[src/sddw_pkg.sv]
package sddw_pkg;

  localparam int DIGITS  = 8;
  localparam int VALUE_W = 28;
  localparam int ADDR_W  = 4;
  localparam int DATA_W  = 8;

  localparam int IN_TDATA_W  = ((VALUE_W + 7) / 8) * 8;
  localparam int OUT_TDATA_W = ((ADDR_W + DATA_W + 7) / 8) * 8;

  function automatic longint unsigned pow10(int e);
    longint unsigned p;
    p = 1;
    for (int i = 0; i < e; i++) begin
      p = p * 10;
    end
    return p;
  endfunction

  // magnitude bits for any displayable number
  localparam int MAG_W = $clog2(pow10(DIGITS));

  localparam logic [VALUE_W-1:0] LIMIT_POS = VALUE_W'(pow10(DIGITS));
  localparam logic [VALUE_W-1:0] LIMIT_NEG = VALUE_W'(pow10(DIGITS - 1));

  // clear sequence: four control writes, then one blank per digit
  localparam int CLR_LEN = 4 + DIGITS;
  localparam int CNT_W   = $clog2(CLR_LEN);

  localparam logic [CNT_W-1:0] STEP_TEST   = CNT_W'(0);
  localparam logic [CNT_W-1:0] STEP_SCAN   = CNT_W'(1);
  localparam logic [CNT_W-1:0] STEP_DECODE = CNT_W'(2);
  localparam logic [CNT_W-1:0] STEP_ON     = CNT_W'(3);

  localparam logic [ADDR_W-1:0] REG_DECODE   = 4'h9;
  localparam logic [ADDR_W-1:0] REG_SCAN     = 4'hB;
  localparam logic [ADDR_W-1:0] REG_SHUTDOWN = 4'hC;
  localparam logic [ADDR_W-1:0] REG_TEST     = 4'hF;

  localparam logic [DATA_W-1:0] CODE_BLANK  = 8'h0F;
  localparam logic [DATA_W-1:0] CODE_MINUS  = 8'h0A;
  localparam logic [DATA_W-1:0] DECODE_ALL  = 8'hFF;
  localparam logic [DATA_W-1:0] TEST_OFF    = 8'h00;
  localparam logic [DATA_W-1:0] DISPLAY_ON  = 8'h01;
  localparam logic [DATA_W-1:0] SCAN_LIMIT  = DATA_W'(DIGITS - 1);

  // ceil(2^35 / 10), exact quotient for any 32-bit dividend
  localparam logic [31:0] RECIP10 = 32'hCCCCCCCD;
  localparam int          RECIP_SH = 35;

  typedef struct packed {
    logic             err;
    logic             neg;
    logic [MAG_W-1:0] mag;
  } job_t;

  typedef struct packed {
    logic [ADDR_W-1:0] addr;
    logic [DATA_W-1:0] data;
  } wr_t;

  function automatic wr_t clear_step(logic [CNT_W-1:0] idx);
    wr_t w;
    case (idx)
      STEP_TEST: begin
        w.addr = REG_TEST;
        w.data = TEST_OFF;
      end
      STEP_SCAN: begin
        w.addr = REG_SCAN;
        w.data = SCAN_LIMIT;
      end
      STEP_DECODE: begin
        w.addr = REG_DECODE;
        w.data = DECODE_ALL;
      end
      STEP_ON: begin
        w.addr = REG_SHUTDOWN;
        w.data = DISPLAY_ON;
      end
      default: begin
        // blanks go from the top digit down to digit 1
        w.addr = ADDR_W'(DIGITS + 4) - ADDR_W'(idx);
        w.data = CODE_BLANK;
      end
    endcase
    return w;
  endfunction

endpackage

[src/sddw_front.sv]
module sddw_front (
  input  logic                                 clk,
  input  logic                                 rst_n,
  input  logic                                 in_valid,
  output logic                                 in_ready,
  input  logic signed [sddw_pkg::VALUE_W-1:0]  in_value,
  output logic                                 push_valid,
  input  logic                                 push_ready,
  output sddw_pkg::job_t                       push_job
);
  import sddw_pkg::*;

  logic               fr_valid_r, fr_valid_nxt;
  job_t               fr_job_r, fr_job_nxt;
  logic [VALUE_W-1:0] raw;
  logic [VALUE_W-1:0] mag_full;
  logic               neg;
  logic               in_fire;

  assign in_ready   = !fr_valid_r || push_ready;
  assign in_fire    = in_valid && in_ready;
  assign push_valid = fr_valid_r;
  assign push_job   = fr_job_r;

  always_comb begin
    raw      = in_value;
    neg      = raw[VALUE_W-1];
    mag_full = neg ? (VALUE_W'(0) - raw) : raw;
    fr_job_nxt.neg = neg;
    // the minus sign takes one digit position of its own
    fr_job_nxt.err = neg ? (mag_full >= LIMIT_NEG) : (mag_full >= LIMIT_POS);
    fr_job_nxt.mag = mag_full[MAG_W-1:0];
  end

  always_comb begin
    fr_valid_nxt = fr_valid_r;
    if (in_fire) begin
      fr_valid_nxt = 1'b1;
    end else if (push_ready) begin
      fr_valid_nxt = 1'b0;
    end
  end

  always_ff @(posedge clk) begin
    if (in_fire) begin
      fr_job_r <= fr_job_nxt;
    end
    if (!rst_n) begin
      fr_valid_r <= 1'b0;
    end else begin
      fr_valid_r <= fr_valid_nxt;
    end
  end

endmodule

[config.mk]
export PLATFORM = sky130hd
export DESIGN_NAME = sddw_front
export DESIGN_NICKNAME = d
export VERILOG_FILES = /design/src/sddw_pkg.sv /design/src/sddw_front.sv
export SDC_FILE = /design/constraint.sdc
export NUM_CORES = 1
export LEC_CHECK = 0
export BUFFER_PORTS_ARGS = -buffer_cell sky130_fd_sc_hd__buf_2
export CELL_PAD_IN_SITES_DETAIL_PLACEMENT = 0
export CELL_PAD_IN_SITES_GLOBAL_PLACEMENT = 1
export CORE_UTILIZATION = 40
export CTS_BUF_LIST = sky130_fd_sc_hd__clkbuf_16
export DETAILED_ROUTE_END_ITERATION = 8
export PLACE_DENSITY_LB_ADDON = 0.1
export SLEW_MARGIN = 20
export SYNTH_ARGS = -nofsm -noshare
export SYNTH_HDL_FRONTEND = slang
export SYNTH_SLANG_ARGS = --single-unit
[constraint.sdc]
create_clock -name clk -period 7.2 [get_ports clk]
set_input_delay 0.36 -clock clk [delete_from_list [all_inputs] [get_ports clk]]
set_output_delay 0.36 -clock clk [all_outputs]
set_load 0.005 [all_outputs]
==> results <==
- The Yosys step of the flow raised 0 warnings.
- The endpoint with the worst hold slack is push_job[0].
- STA classifies the critical path startpoint as an input port.
- 0 antenna diodes ended up in the layout.
- The sequential-to-total area share from yosys stat is 50.1%.
- The clock root buffer master is clkbuf_16.
- STA puts the critical path data required time at 7.30 ns.
- The total design power is 0.486 mW.
- Counting flops with a built-in enable in the synthesized netlist gives 29.
- The number of instances in the synthesized netlist is 155.
- Measured on the finished design, the core utilization comes to 55.1%.
- In this run the vertical extent of the chip is 68.7 µm.
- The area occupied by multi-input gates is 805 µm².
- The count of cells in the finished layout, fillers not included, comes to 273.
- Leaving out fill and tap cells, the most frequent cells in the layout are buf_2, edfxtp_1, inv_1, xnor2_1, xor2_1.
- The kind of critical path is in2reg.
- The number of setup buffers added after CTS is 0.
- Derived from the worst setup path, the maximum achievable clock frequency is 0.338 GHz.
- The worst-margin pin slew is 0.593 ns.
- In this run the number of H-tree levels came out at 2.
- The capture instance of the worst register-to-register path is push_job[24].
- The die area is 0.00472 mm².
- After routing the design area is 0.00228 mm².
- The cell count after placement is 265.
- The detailed router finished its first iteration with 95 violations.
- The number of antenna violations at the first check in global routing is 0.
- The commonest non-fill, non-tap cell in the layout is buf_2.
- The first global-routing pass estimated 5980 µm of wire.
- The average cell area after synthesis is 11.5 µm².
- The minimum clock period is 2.96 ns.
- The filler cells instantiated in the layout total 387.
- Summing all placed instances gives a cell area of 0.00215 mm².
- The commonest register cell after synthesis is edfxtp_1.
- The count of boundary I/O pins is 63.
- The routed wire length is 3900 µm.
- The number of I/O port buffers is 62.
- Data arrives at the worst endpoint at 3.06 ns.
- The area of the mapped netlist is 0.00178 mm².
- In this run the worst path has a maximum fanout of 10.
- The power density over the cells is 213 mW/mm².
- The core region is 0.00414 mm².
- For this run, design rule violations remaining after detail routing come to 0.
- Post-CTS repair changed the size of 0 cells.
- The relative slew slack is 60.1%.
- The sort of element at the end of the critical path is a flip-flop.
- The maximum clock path buffer count is 2.
- The number of CTS-inserted buffers is 5.
- The startpoint of the most critical register-to-register path is push_valid.
- The final count of pins violating max slew is 0.
- The row count is 23.
- Setup repair after global routing left no endpoint under its margin.
- The worst min-delay path class is in2reg.
- The top cell type by area accounts for 48.9% of the synthesized area.
- For this run, the total global-route usage over all layers was measured as 17.7%.
- edfxtp_1 takes more of the synthesized area than any other cell.
- The first detailed-routing pass ran for 4 iterations.
- The clock reaches the later pin of the worst-skew pair after 0.27 ns.
- The setup check on the worst reg-to-reg path leaves a slack of 5.99 ns.
- The maximum number of pins on one net before global-route repair is 30.
- The hold buffer count at CTS is 0.
- Across the VDD grid, the largest voltage drop is 0.106 mV.
- Ranked by total cell area, the synthesized netlist is headed by edfxtp_1, xnor2_1, xor2_1, inv_1, o31ai_1.
- The register cell area after layout is 891 µm².
- The number of max-cap violations is 0.
- OpenSTA, run right after detailed placement, puts the worst setup slack at 4.10 ns.
- The setup TNS after final layout is 0 ns.
- The share of flip-flops with an asynchronous set or reset after synthesis is 0%.
- In the final routed layout, each cell accounts on average for 14.3 µm.
- The maximum clock skew at final layout is 0.00537 ns.
- Clock-pin slew was measured on the worst setup and hold paths at 0.05 ns.
- The path depth of the worst reg2reg path is 3.
- The routed via count divided by cell count is 5.25.
- The clock sink total is 30.
- The number of nets in the synthesized netlist is 188.
- The setup slack of the critical path after layout is 4.24 ns.
- Once the floorplan was initialized, standard cells occupied 42.9% of the core.
- The die boundary width is 68.7 µm.
- The startpoint of the tightest hold check path is in_value[0].
- The worst hold path cell count is 1.
- At the end of the flow, the number of nets in the layout was 255.
- The area growth from synthesis to layout is 28.4%.
- In this run, distinct cell masters in the synthesized netlist total 46.
- TritonCTS built the clock tree.
- The flow ran to the end, and the final reports show no timing, DRC or antenna violations.
- The vias after detailed routing is 1434.
- The flip-flop and latch count after synthesis is 30.
- Setup violations remaining at the end of the flow were counted as 0.
- The total congestion overflow is 0.
- The routability-driven placement congestion ratio is 0.791.
- The leakage power is 0.950 nW.
- In this run the remaining antenna-violating nets after routing total 0.
- On the final layout, the worst hold slack is 0.315 ns.
- The half-perimeter wire length after placement is 2950 µm.
- The share of the clock period used by the worst path after layout is 41.1%.
- The fraction of final layout cells sized beyond drive strength 1 is 37.2%.
- The final hold violation count is 0.
- The via count of the first global-routing pass is 1320.
[worst max path at each step]
| stage | start | to | slack, ns |
|---|---|---|---|
| 3_5_place_dp | in_value[13] | push_job[28] | 4.10 |
| 6_report | in_value[13] | push_job[28] | 4.24 |
| 4_1_cts | in_value[13] | push_job[28] | 4.34 |
| 2_1_floorplan | in_value[13] | push_job[28] | 4.56 |
| 5_1_grt | in_value[12] | push_job[28] | 4.22 |
| 3_3_place_gp | in_value[13] | push_job[28] | 4.22 |
[critical path, stage by stage]
cell and delay [ns]:
buf_2 0.12, or3_4 0.40, or4_1 0.61, or4_1 0.54, xnor2_1 0.17, o31ai_1 0.40, a41oi_1 0.20, a211oi_1 0.25
[final cells by class]
class / count / area share [%]
Multi-Input combinational cell: 103 / 35.2
Inverter: 19 / 3.12
Clock inverter: 3 / 0.548
Clock buffer: 5 / 5.48
Sequential cell: 30 / 39.0
Tap cell: 50 / 2.74
Timing Repair Buffer: 63 / 13.9
[report_power, final]
part / switching, mW / leakage (nW) / total, mW / internal (mW)
Combinational: 0.0459 / 0.588 / 0.0800 / 0.0340
Clock: 0.0689 / 0.0724 / 0.193 / 0.124
Sequential: 0.00251 / 0.289 / 0.213 / 0.210
[synthesized netlist by cell type (2+ instances only)]
| cell type | count |
|---|---|
| nor3_1 | 5 |
| or4_1 | 3 |
| o21ai_0 | 5 |
| nand2b_1 | 2 |
| clkbuf_1 | 2 |
| nand2_1 | 8 |
| o41ai_1 | 2 |
| and2_1 | 2 |
| a211oi_1 | 3 |
| nor2_1 | 5 |
| xor2_1 | 9 |
| or4_4 | 2 |
| edfxtp_1 | 29 |
| a211o_1 | 2 |
| o31ai_1 | 7 |
| a31oi_1 | 4 |
| inv_1 | 18 |
| xnor2_1 | 16 |
| a41oi_1 | 4 |
[metal layers]
layer,track usage [%],share of wire [%],vias to the layer above
met5,0,0,-
met4,6.89,1.3,0
met3,5.10,7.4,5
met2,28.9,47,48
met1,21.9,44,660
li1,-,-,721
[logic make-up (layout without fill, tap and decap cells)]
logic type / count (synthesis) / count (layout) / share of synthesized area, %
AND/OR/NAND/NOR: 40 / 40 / 15.5
AO/OA/AOI/OAI: 37 / 37 / 16.7
flip-flops: 30 / 30 / 50.1
XOR/XNOR: 25 / 25 / 12.3
buffers and inverters: 22 / 90 / 4.71
adder cells (fa/ha/maj): 1 / 1 / 0.703
[flip-flops by register name (all words and copies together) (netlist names)]
signal and count:
push_valid 1, push_job 29
Note: power is estimated with default switching activity, not from simulation.
