$ cat src/sddw_pkg.sv
package sddw_pkg;

  localparam int DIGITS  = 8;
  localparam int VALUE_W = 28;
  localparam int ADDR_W  = 4;
  localparam int DATA_W  = 8;

  localparam int IN_TDATA_W  = ((VALUE_W + 7) / 8) * 8;
  localparam int OUT_TDATA_W = ((ADDR_W + DATA_W + 7) / 8) * 8;

  function automatic longint unsigned pow10(int e);
    longint unsigned p;
    p = 1;
    for (int i = 0; i < e; i++) begin
      p = p * 10;
    end
    return p;
  endfunction

  // magnitude bits for any displayable number
  localparam int MAG_W = $clog2(pow10(DIGITS));

  localparam logic [VALUE_W-1:0] LIMIT_POS = VALUE_W'(pow10(DIGITS));
  localparam logic [VALUE_W-1:0] LIMIT_NEG = VALUE_W'(pow10(DIGITS - 1));

  // clear sequence: four control writes, then one blank per digit
  localparam int CLR_LEN = 4 + DIGITS;
  localparam int CNT_W   = $clog2(CLR_LEN);

  localparam logic [CNT_W-1:0] STEP_TEST   = CNT_W'(0);
  localparam logic [CNT_W-1:0] STEP_SCAN   = CNT_W'(1);
  localparam logic [CNT_W-1:0] STEP_DECODE = CNT_W'(2);
  localparam logic [CNT_W-1:0] STEP_ON     = CNT_W'(3);

  localparam logic [ADDR_W-1:0] REG_DECODE   = 4'h9;
  localparam logic [ADDR_W-1:0] REG_SCAN     = 4'hB;
  localparam logic [ADDR_W-1:0] REG_SHUTDOWN = 4'hC;
  localparam logic [ADDR_W-1:0] REG_TEST     = 4'hF;

  localparam logic [DATA_W-1:0] CODE_BLANK  = 8'h0F;
  localparam logic [DATA_W-1:0] CODE_MINUS  = 8'h0A;
  localparam logic [DATA_W-1:0] DECODE_ALL  = 8'hFF;
  localparam logic [DATA_W-1:0] TEST_OFF    = 8'h00;
  localparam logic [DATA_W-1:0] DISPLAY_ON  = 8'h01;
  localparam logic [DATA_W-1:0] SCAN_LIMIT  = DATA_W'(DIGITS - 1);

  // ceil(2^35 / 10), exact quotient for any 32-bit dividend
  localparam logic [31:0] RECIP10 = 32'hCCCCCCCD;
  localparam int          RECIP_SH = 35;

  typedef struct packed {
    logic             err;
    logic             neg;
    logic [MAG_W-1:0] mag;
  } job_t;

  typedef struct packed {
    logic [ADDR_W-1:0] addr;
    logic [DATA_W-1:0] data;
  } wr_t;

  function automatic wr_t clear_step(logic [CNT_W-1:0] idx);
    wr_t w;
    case (idx)
      STEP_TEST: begin
        w.addr = REG_TEST;
        w.data = TEST_OFF;
      end
      STEP_SCAN: begin
        w.addr = REG_SCAN;
        w.data = SCAN_LIMIT;
      end
      STEP_DECODE: begin
        w.addr = REG_DECODE;
        w.data = DECODE_ALL;
      end
      STEP_ON: begin
        w.addr = REG_SHUTDOWN;
        w.data = DISPLAY_ON;
      end
      default: begin
        // blanks go from the top digit down to digit 1
        w.addr = ADDR_W'(DIGITS + 4) - ADDR_W'(idx);
        w.data = CODE_BLANK;
      end
    endcase
    return w;
  endfunction

endpackage

$ cat src/sddw_fifo.sv
module sddw_fifo (
  input  logic           clk,
  input  logic           rst_n,
  input  logic           push_valid,
  output logic           push_ready,
  input  sddw_pkg::job_t push_job,
  output logic           pop_valid,
  input  logic           pop_ready,
  output sddw_pkg::job_t pop_job
);
  import sddw_pkg::*;

  // depth must stay a power of two so the pointers wrap by themselves
  localparam int QDEPTH = 2;
  localparam int PTR_W  = $clog2(QDEPTH);
  localparam int QCNT_W = $clog2(QDEPTH + 1);

  job_t              mem_r [QDEPTH];
  logic [PTR_W-1:0]  wr_ptr_r, wr_ptr_nxt;
  logic [PTR_W-1:0]  rd_ptr_r, rd_ptr_nxt;
  logic [QCNT_W-1:0] cnt_r, cnt_nxt;
  logic              push_fire, pop_fire;

  assign push_ready = (cnt_r != QCNT_W'(QDEPTH));
  assign pop_valid  = (cnt_r != QCNT_W'(0));
  assign pop_job    = mem_r[rd_ptr_r];
  assign push_fire  = push_valid && push_ready;
  assign pop_fire   = pop_valid && pop_ready;

  always_comb begin
    wr_ptr_nxt = push_fire ? wr_ptr_r + PTR_W'(1) : wr_ptr_r;
    rd_ptr_nxt = pop_fire  ? rd_ptr_r + PTR_W'(1) : rd_ptr_r;
    cnt_nxt    = cnt_r;
    if (push_fire && !pop_fire) begin
      cnt_nxt = cnt_r + QCNT_W'(1);
    end else if (pop_fire && !push_fire) begin
      cnt_nxt = cnt_r - QCNT_W'(1);
    end
  end

  always_ff @(posedge clk) begin
    if (push_fire) begin
      mem_r[wr_ptr_r] <= push_job;
    end
    if (!rst_n) begin
      wr_ptr_r <= '0;
      rd_ptr_r <= '0;
      cnt_r    <= '0;
    end else begin
      wr_ptr_r <= wr_ptr_nxt;
      rd_ptr_r <= rd_ptr_nxt;
      cnt_r    <= cnt_nxt;
    end
  end

endmodule

$ cat config.mk
export PLATFORM = sky130hd
export DESIGN_NAME = sddw_fifo
export DESIGN_NICKNAME = d
export VERILOG_FILES = /design/src/sddw_pkg.sv /design/src/sddw_fifo.sv
export SDC_FILE = /design/constraint.sdc
export NUM_CORES = 1
export LEC_CHECK = 0
export BUFFER_PORTS_ARGS = -buffer_cell sky130_fd_sc_hd__buf_2
export CORE_MARGIN = 5
export CORE_UTILIZATION = 55
export DETAILED_ROUTE_END_ITERATION = 7
export PLACE_DENSITY = 0.88
export SETUP_SLACK_MARGIN = 0.5
export SYNTH_ARGS = -nofsm -noshare
export SYNTH_HDL_FRONTEND = slang
export SYNTH_SLANG_ARGS = --single-unit
$ cat constraint.sdc
create_clock -name clk -period 2.75 [get_ports clk]
set_input_delay 0.275 -clock clk [delete_from_list [all_inputs] [get_ports clk]]
set_output_delay 0.275 -clock clk [all_outputs]
set_load 0.02 [all_outputs]
==> Flow_metrics.wiki, run 1 <==
{| class="wikitable"
! Metric !! Value
|-
| Cell variety after synth || 20
|-
| Setup repair after global routing missed its margin || false
|-
| Post-detailed-routing wire length || 3937 um
|-
| Final Skew || 0.008892 ns
|-
| Number of buffer cells added on primary ports || 63
|-
| Final Cycle Share || 0.7717
|-
| Crit path launch type || register
|-
| Total of max-cap violations || 0
|-
| Quantity of gates resized following cts || 0
|-
| Inserted Clock Buffers || 9
|-
| Status || completed
|-
| Switching power share of the total || 0.2945
|-
| Data arrival time of the worst path || 1.85 ns
|-
| Fin Setup TNS || 0 ns
|-
| Reg-to-Reg End || mem_r[0][13]$_DFFE_PP_
|-
| Worst min-delay path class || input port to register
|-
| Half-perimeter wire length after detailed placement || 2788 um
|-
| Effective utilization at floorplan || 0.5745
|-
| Clk buf depth || 2
|-
| Chip width || 75.10 um
|-
| H-tree lvl count || 3
|-
| Register bit count reported by yosys || 63
|-
| Final routed wire length divided by cell count || 16.27 um
|-
| Number of instances on the worst hold path || 1
|-
| Post-synthesis to final-layout area growth || 23.94%
|-
| Drt first-iter violations || 59
|-
| CP max FO || 17
|-
| Antenna-violating nets left || 0
|-
| Most common cell after layout, fill and taps aside || buf_2
|-
| Mapped Cells || 114
|-
| Core Footprint || 4058 um^2
|-
| Transition time of the tightest slew-check pin || 0.5474 ns
|-
| Maximum number of pins on one net before global-route repair || 30
|-
| Vias per cell || 5.083
|-
| Finished Core Util || 0.7120
|-
| Met2 track demand over resource in global routing || 0.2563
|-
| Post-Synthesis Net Count || 148
|-
| Number of buffers added for setup after CTS || 0
|-
| Initial antenna violation count || 0
|-
| Total setup violations reported at the end of the flow || 0
|-
| Tot GR Track Use || 0.1543
|-
| R2R setup slack || 0.96 ns
|-
| Startpoint of the worst-slack reg-to-reg timing path || cnt_r[0]$_SDFFE_PN0P_
|-
| Final Wtd Congestion || 0.6833
|-
| Total Die Area || 5640 um^2
|-
| Cell area after synthesis || 2331 um^2
|-
| Clk root buf || clkbuf_8
|-
| Sink Count || 63
|-
| Total of hold buffers inserted after clock tree synthesis || 0
|-
| Most Used Layer, Global Route || met2
|-
| Final critical path time including I/O delays and setup || 2.122 ns
|-
| Wire length of the first global-routing pass || 6168 um
|-
| Sequential area share after synthesis || 0.7901
|-
| Worst-Skew Late Latency || 0.32 ns
|-
| Register clock-pin slew on the reported worst setup and hold paths || 0.07 ns
|-
| Max VDD drop || 0.0005331 V
|-
| Die Span Y || 75.10 um
|-
| Worst endpoint required time || 2.48 ns
|-
| Comb power frac || 0.277
|-
| Number of cell rows || 23
|-
| TritonCTS clock tree || yes
|-
| Worst slew margin || 0.6347
|-
| Most frequent cells in the layout || buf_2 (63), edfxtp_1 (58), mux2_2 (29)
|-
| Global routing met3 resource utilization || 0.04139
|-
| Cell depth of the worst flop-to-flop path || 4
|-
| Hold path startpoint || push_job[2]
|-
| Final net count || 222
|-
| Leakage power summed over all cells || 1.102 nW
|-
| Sw power || 0.8094 mW
|-
| Fmax achieved || 471.2 MHz
|-
| Total inserted antenna cells || 0
|-
| Count of yosys warnings during synthesis || 0
|-
| Internal power summed over all cells || 1.939 mW
|-
| Final hold vios || 0
|-
| Endpoint, Worst Hold || mem_r[1][2]$_DFFE_PP_
|-
| Syn Area/Cell || 20.45 um^2
|-
| Routing usage on met1 || 0.1776
|-
| Total DRC errors in the routed layout || 0
|-
| Kind of critical path || register to output pin
|-
| Number of global-route vias before repair || 1,331
|-
| First-pass iteration count of the detailed router || 4
|-
| Critical Path End Type || output pin
|-
| Ratio of cells with drive above 1 in the final layout || 0.5729
|-
| Sequential share of power || 0.461
|-
| Power density normalized to cell area || 951.3 nW/um^2
|-
| Total I/O pin count || 64
|-
| Power share of the clock group || 0.262
|-
| Grt ovf || 0
|-
| Total count of max-transition violations in the final report || 0
|-
| Via count || 1,230
|}
logic make-up after synthesis:
| group | share of synthesized area |
|---|---|
| xor+xnor | 0.01127 |
| flops | 0.7901 |
| buf+inv | 0.01019 |
| fa+ha+maj | 0.005367 |
| compound gates | 0.01503 |
| mux | 0.1401 |
| simple gates | 0.02792 |
power groups by stage:
stage	clock network [mW]	logic, mW	registers [mW]
after floorplan	0	0.569	1.26
after global placement	0	0.751	1.28
after detailed placement	0	0.772	1.29
after CTS	0.737	0.776	1.27
after global routing	0.778	0.819	1.28
final	0.719	0.762	1.27
synth_stat cells:
cell type	n	area (um^2)
o21ai_0	1	5.000
xnor2_1	2	17.52
nand3b_1	1	7.510
dfxtp_1	5	100.1
nand2b_4	1	13.76
inv_1	1	3.750
buf_2	1	5.000
and2_1	4	25.02
edfxtp_1	58	1742
xor2_1	1	8.760
a21bo_2	1	10.01
mux2_2	29	326.6
and3_1	1	6.260
buf_4	2	15.01
ha_1	1	12.51
a21boi_1	1	7.510
o21ai_1	1	5.000
or2_2	1	6.260
or3_1	1	6.260
a21boi_0	1	7.510
layout make-up:
cell class	instances	area, um^2
flip-flops and latches	63	1842
clock inverters	5	50.05
inverters	1	3.754
clock buffers	10	127.6
well taps	50	62.56
multi-input cells	47	465.4
fillers	268	1169
repair buffers	66	337.8
stage by stage:
stage | hold WS, ns | instances | total power [mW] | cell area, um^2 | setup WS, ns
floorplan | 0.3739 | 114 | 1.825 | 2331 | 0.9930
global placement | 0.4625 | 227 | 2.031 | 2711 | 0.9730
detailed placement | 0.4665 | 227 | 2.063 | 2711 | 0.9440
CTS | 0.1277 | 242 | 2.784 | 2889 | 0.5809
global route | 0.1203 | 242 | 2.881 | 2889 | 0.5042
finish | 0.1400 | 242 | 2.748 | 2889 | 0.6279
worst max-delay path by stage:
stage / startpoint / slack, ns / end
4_1_cts: register / 0.58 / pop_job[6]
2_1_floorplan: cnt_r[0]$_SDFFE_PN0P_ / 0.99 / mem_r[1][0]$_DFFE_PP_
5_1_grt: register / 0.50 / pop_job[6]
3_5_place_dp: cnt_r[0]$_SDFFE_PN0P_ / 0.94 / mem_r[0][20]$_DFFE_PP_
6_report: register / 0.63 / pop_job[6]
3_3_place_gp: register / 0.97 / pop_job[25]
per-layer routing:
| metal | vias up | part of all wire |
|---|---|---|
| met5 | - | 0 |
| met2 | 50 | 0.51 |
| met4 | 0 | 0.015 |
| li1 | 589 | - |
| met3 | 6 | 0.081 |
| met1 | 585 | 0.39 |
state kept, by name, indices dropped and copies added (netlist names), named ones only:
register / flops
mem_r: 58
wr_ptr_r: 1
cnt_r: 2
rd_ptr_r: 1
critical path, cell delays in order (launching register included):
cell	delay, ns
dfxtp_1	0.64
buf_4	0.35
mux2_2	0.37
buf_2	0.16
Note: power is estimated with default switching activity, not from simulation.
==> inputs of run 2 (changes only) <==
- CORE_UTILIZATION: 55 -> 46
- PLACE_DENSITY: 0.88 -> 0.79
- clock period: 2.75 -> 1.9 ns (I/O delays scaled with it)
==> run 2 against run 1 <==
Register-to-register slack got worse by 0.51 ns. Setup slack got worse by 0.29 ns. Sequential power rose by 45%. Clock power rose by 46%. Sequential share of layout area fell by 8.0 points. Final cell count rose by 10%. Power rose by 67%. Clock-buffer cell count did not move. Via count rose by 4.0%.
==> Flow_metrics.wiki, run 2 (synthesis gave the netlist of run 1 again) <==
{| class="wikitable"
! Metric !! Value
|-
| Cell area after layout || 3316 um^2
|-
| Endpoint, Worst Hold || mem_r[1][27]$_DFFE_PP_
|-
| Clk root buf || clkbuf_8
|-
| Worst-case setup slack after placement || 0.4385 ns
|-
| Core Footprint || 5010 um^2
|-
| Total setup violations reported at the end of the flow || 0
|-
| Post-detailed-routing wire length || 4508 um
|-
| Ratio of cells with drive above 1 in the final layout || 0.6193
|-
| Cell depth of the worst flop-to-flop path || 6
|-
| Worst min-delay path class || input port to register
|-
| Finished Core Util || 0.6618
|-
| Number of instances on the worst hold path || 1
|-
| Final routed wire length divided by cell count || 16.88 um
|-
| Initial antenna violation count || 0
|-
| Inserted Clock Buffers || 9
|-
| Worst slew margin || 0.8556
|-
| Total of max-cap violations || 0
|-
| Drt first-iter violations || 60
|-
| Top register by number of flip-flops || mem_r
|-
| Kind of critical path || register to output pin
|-
| Final hold slack || 0.05654 ns
|-
| Register clock-pin slew on the reported worst setup and hold paths || 0.06 ns
|-
| Chip width || 81.19 um
|-
| Fin Setup TNS || 0 ns
|-
| Die Span Y || 81.19 um
|-
| Final critical path time including I/O delays and setup || 1.560 ns
|-
| Most frequent cells in the layout || edfxtp_1 (58), buf_2 (34), buf_6 (30)
|-
| Total inserted antenna cells || 0
|-
| First-pass iteration count of the detailed router || 4
|-
| Wire length of the first global-routing pass || 6161 um
|-
| Number of cell rows || 26
|-
| Number of global-route vias before repair || 1,362
|-
| Largest registers || mem_r: 58 flops, cnt_r: 2 flops
|-
| Setup repair after global routing missed its margin || true
|-
| Antenna-violating nets left || 0
|-
| Post-synthesis to final-layout area growth || 42.24%
|-
| Non-filler cells in the finished layout || 267
|-
| Clk buf depth || 2
|-
| Worst-Skew Late Latency || 0.32 ns
|-
| Sink Count || 63
|-
| Startpoint of the worst-slack reg-to-reg timing path || cnt_r[0]$_SDFFE_PN0P_
|-
| Fmax achieved || 641.1 MHz
|-
| Final Wtd Congestion || 0.7297
|-
| Transition time of the tightest slew-check pin || 0.2166 ns
|-
| Leakage power summed over all cells || 1.283 nW
|-
| Reg-to-Reg End || cnt_r[1]$_SDFFE_PN0P_
|-
| Final hold vios || 0
|-
| Total I/O pin count || 64
|-
| Number of buffer cells added on primary ports || 63
|-
| Data arrival time of the worst path || 1.37 ns
|-
| Total power consumption of the routed design || 4.602 mW
|-
| Status || completed
|-
| Total DRC errors in the routed layout || 0
|-
| R2R setup slack || 0.45 ns
|-
| Crit path launch type || register
|-
| Post-Place Cells || 248
|-
| Effective utilization at floorplan || 0.4653
|-
| Hold path startpoint || push_job[27]
|-
| Half-perimeter wire length after detailed placement || 2643 um
|-
| H-tree lvl count || 3
|-
| Post-route worst setup slack || 0.3402 ns
|-
| Final net count || 226
|-
| Vias per cell || 4.790
|-
| Critical Path End Type || output pin
|-
| Tot GR Track Use || 0.1299
|-
| Grt ovf || 0
|-
| Maximum number of pins on one net before global-route repair || 30
|-
| Power density normalized to cell area || 1388 nW/um^2
|-
| Final Skew || 0.003861 ns
|-
| Total of hold buffers inserted after clock tree synthesis || 0
|-
| TritonCTS clock tree || yes
|-
| Max VDD drop || 0.001103 V
|-
| Final Cycle Share || 0.8210
|-
| Most common cell after layout, fill and taps aside || edfxtp_1
|-
| Worst endpoint required time || 1.71 ns
|-
| CP max FO || 5
|-
| Total placed instance area || 2778 um^2
|-
| Via count || 1,279
|-
| Number of buffers added for setup after CTS || 0
|-
| Total count of max-transition violations in the final report || 0
|-
| Total Die Area || 6591 um^2
|-
| Max FFs per register || 58
|}
[run 2: changes by cell type in the layout (fill, tap and decap cells not counted), moves of 20 or more]
cell,change
mux2_4,+20
buf_6,+30
mux2_2,-20
buf_2,-29
[run 2: worst max-delay path, stage by stage (launching register included)]
cell and delay, ns:
dfxtp_4 0.42, buf_6 0.15, mux2_2 0.35, buf_6 0.13
[run 2: metal layers]
metal	wire (um)	GRT usage
met5	0	0
met4	91	0.08108
met2	2278	0.2069
met3	305	0.04435
met1	1832	0.1504
[run 2: worst max-delay path by stage]
stage | end | cells after the start | startpoint | slack (ns)
2_1_floorplan | mem_r[0][0]$_DFFE_PP_ | 3 | cnt_r[0]$_SDFFE_PN0P_ | 0.45
3_3_place_gp | mem_r[0][7]$_DFFE_PP_ | 4 | cnt_r[0]$_SDFFE_PN0P_ | 0.49
3_5_place_dp | mem_r[0][7]$_DFFE_PP_ | 4 | cnt_r[0]$_SDFFE_PN0P_ | 0.44
4_1_cts | pop_job[19] | 3 | register | 0.31
5_1_grt | pop_job[18] | 3 | register | 0.29
6_report | pop_job[4] | 3 | register | 0.34
[run 2: area by class of cell]
type                    instances  area (um^2)
inverters                       1        7.507
flip-flops and latches         63         1848
multi-input cells              47        560.5
fillers                       346         1694
repair buffers                 70        633.1
clock buffers                  10        127.6
clock inverters                 6        51.30
well taps                      70        87.58
[run 2: power by group]
group          switching (mW)  internal [mW]
Sequential             0.0960           1.75
Combinational           0.768          0.941
Clock                   0.462          0.588
[run 2: timing repair]
action                                  in CTS  in global routing
endpoints found under the hold margin        0                  0
resized for setup                           22                 68
gates cloned                                 0                  3
endpoints found under the setup margin      59                 59
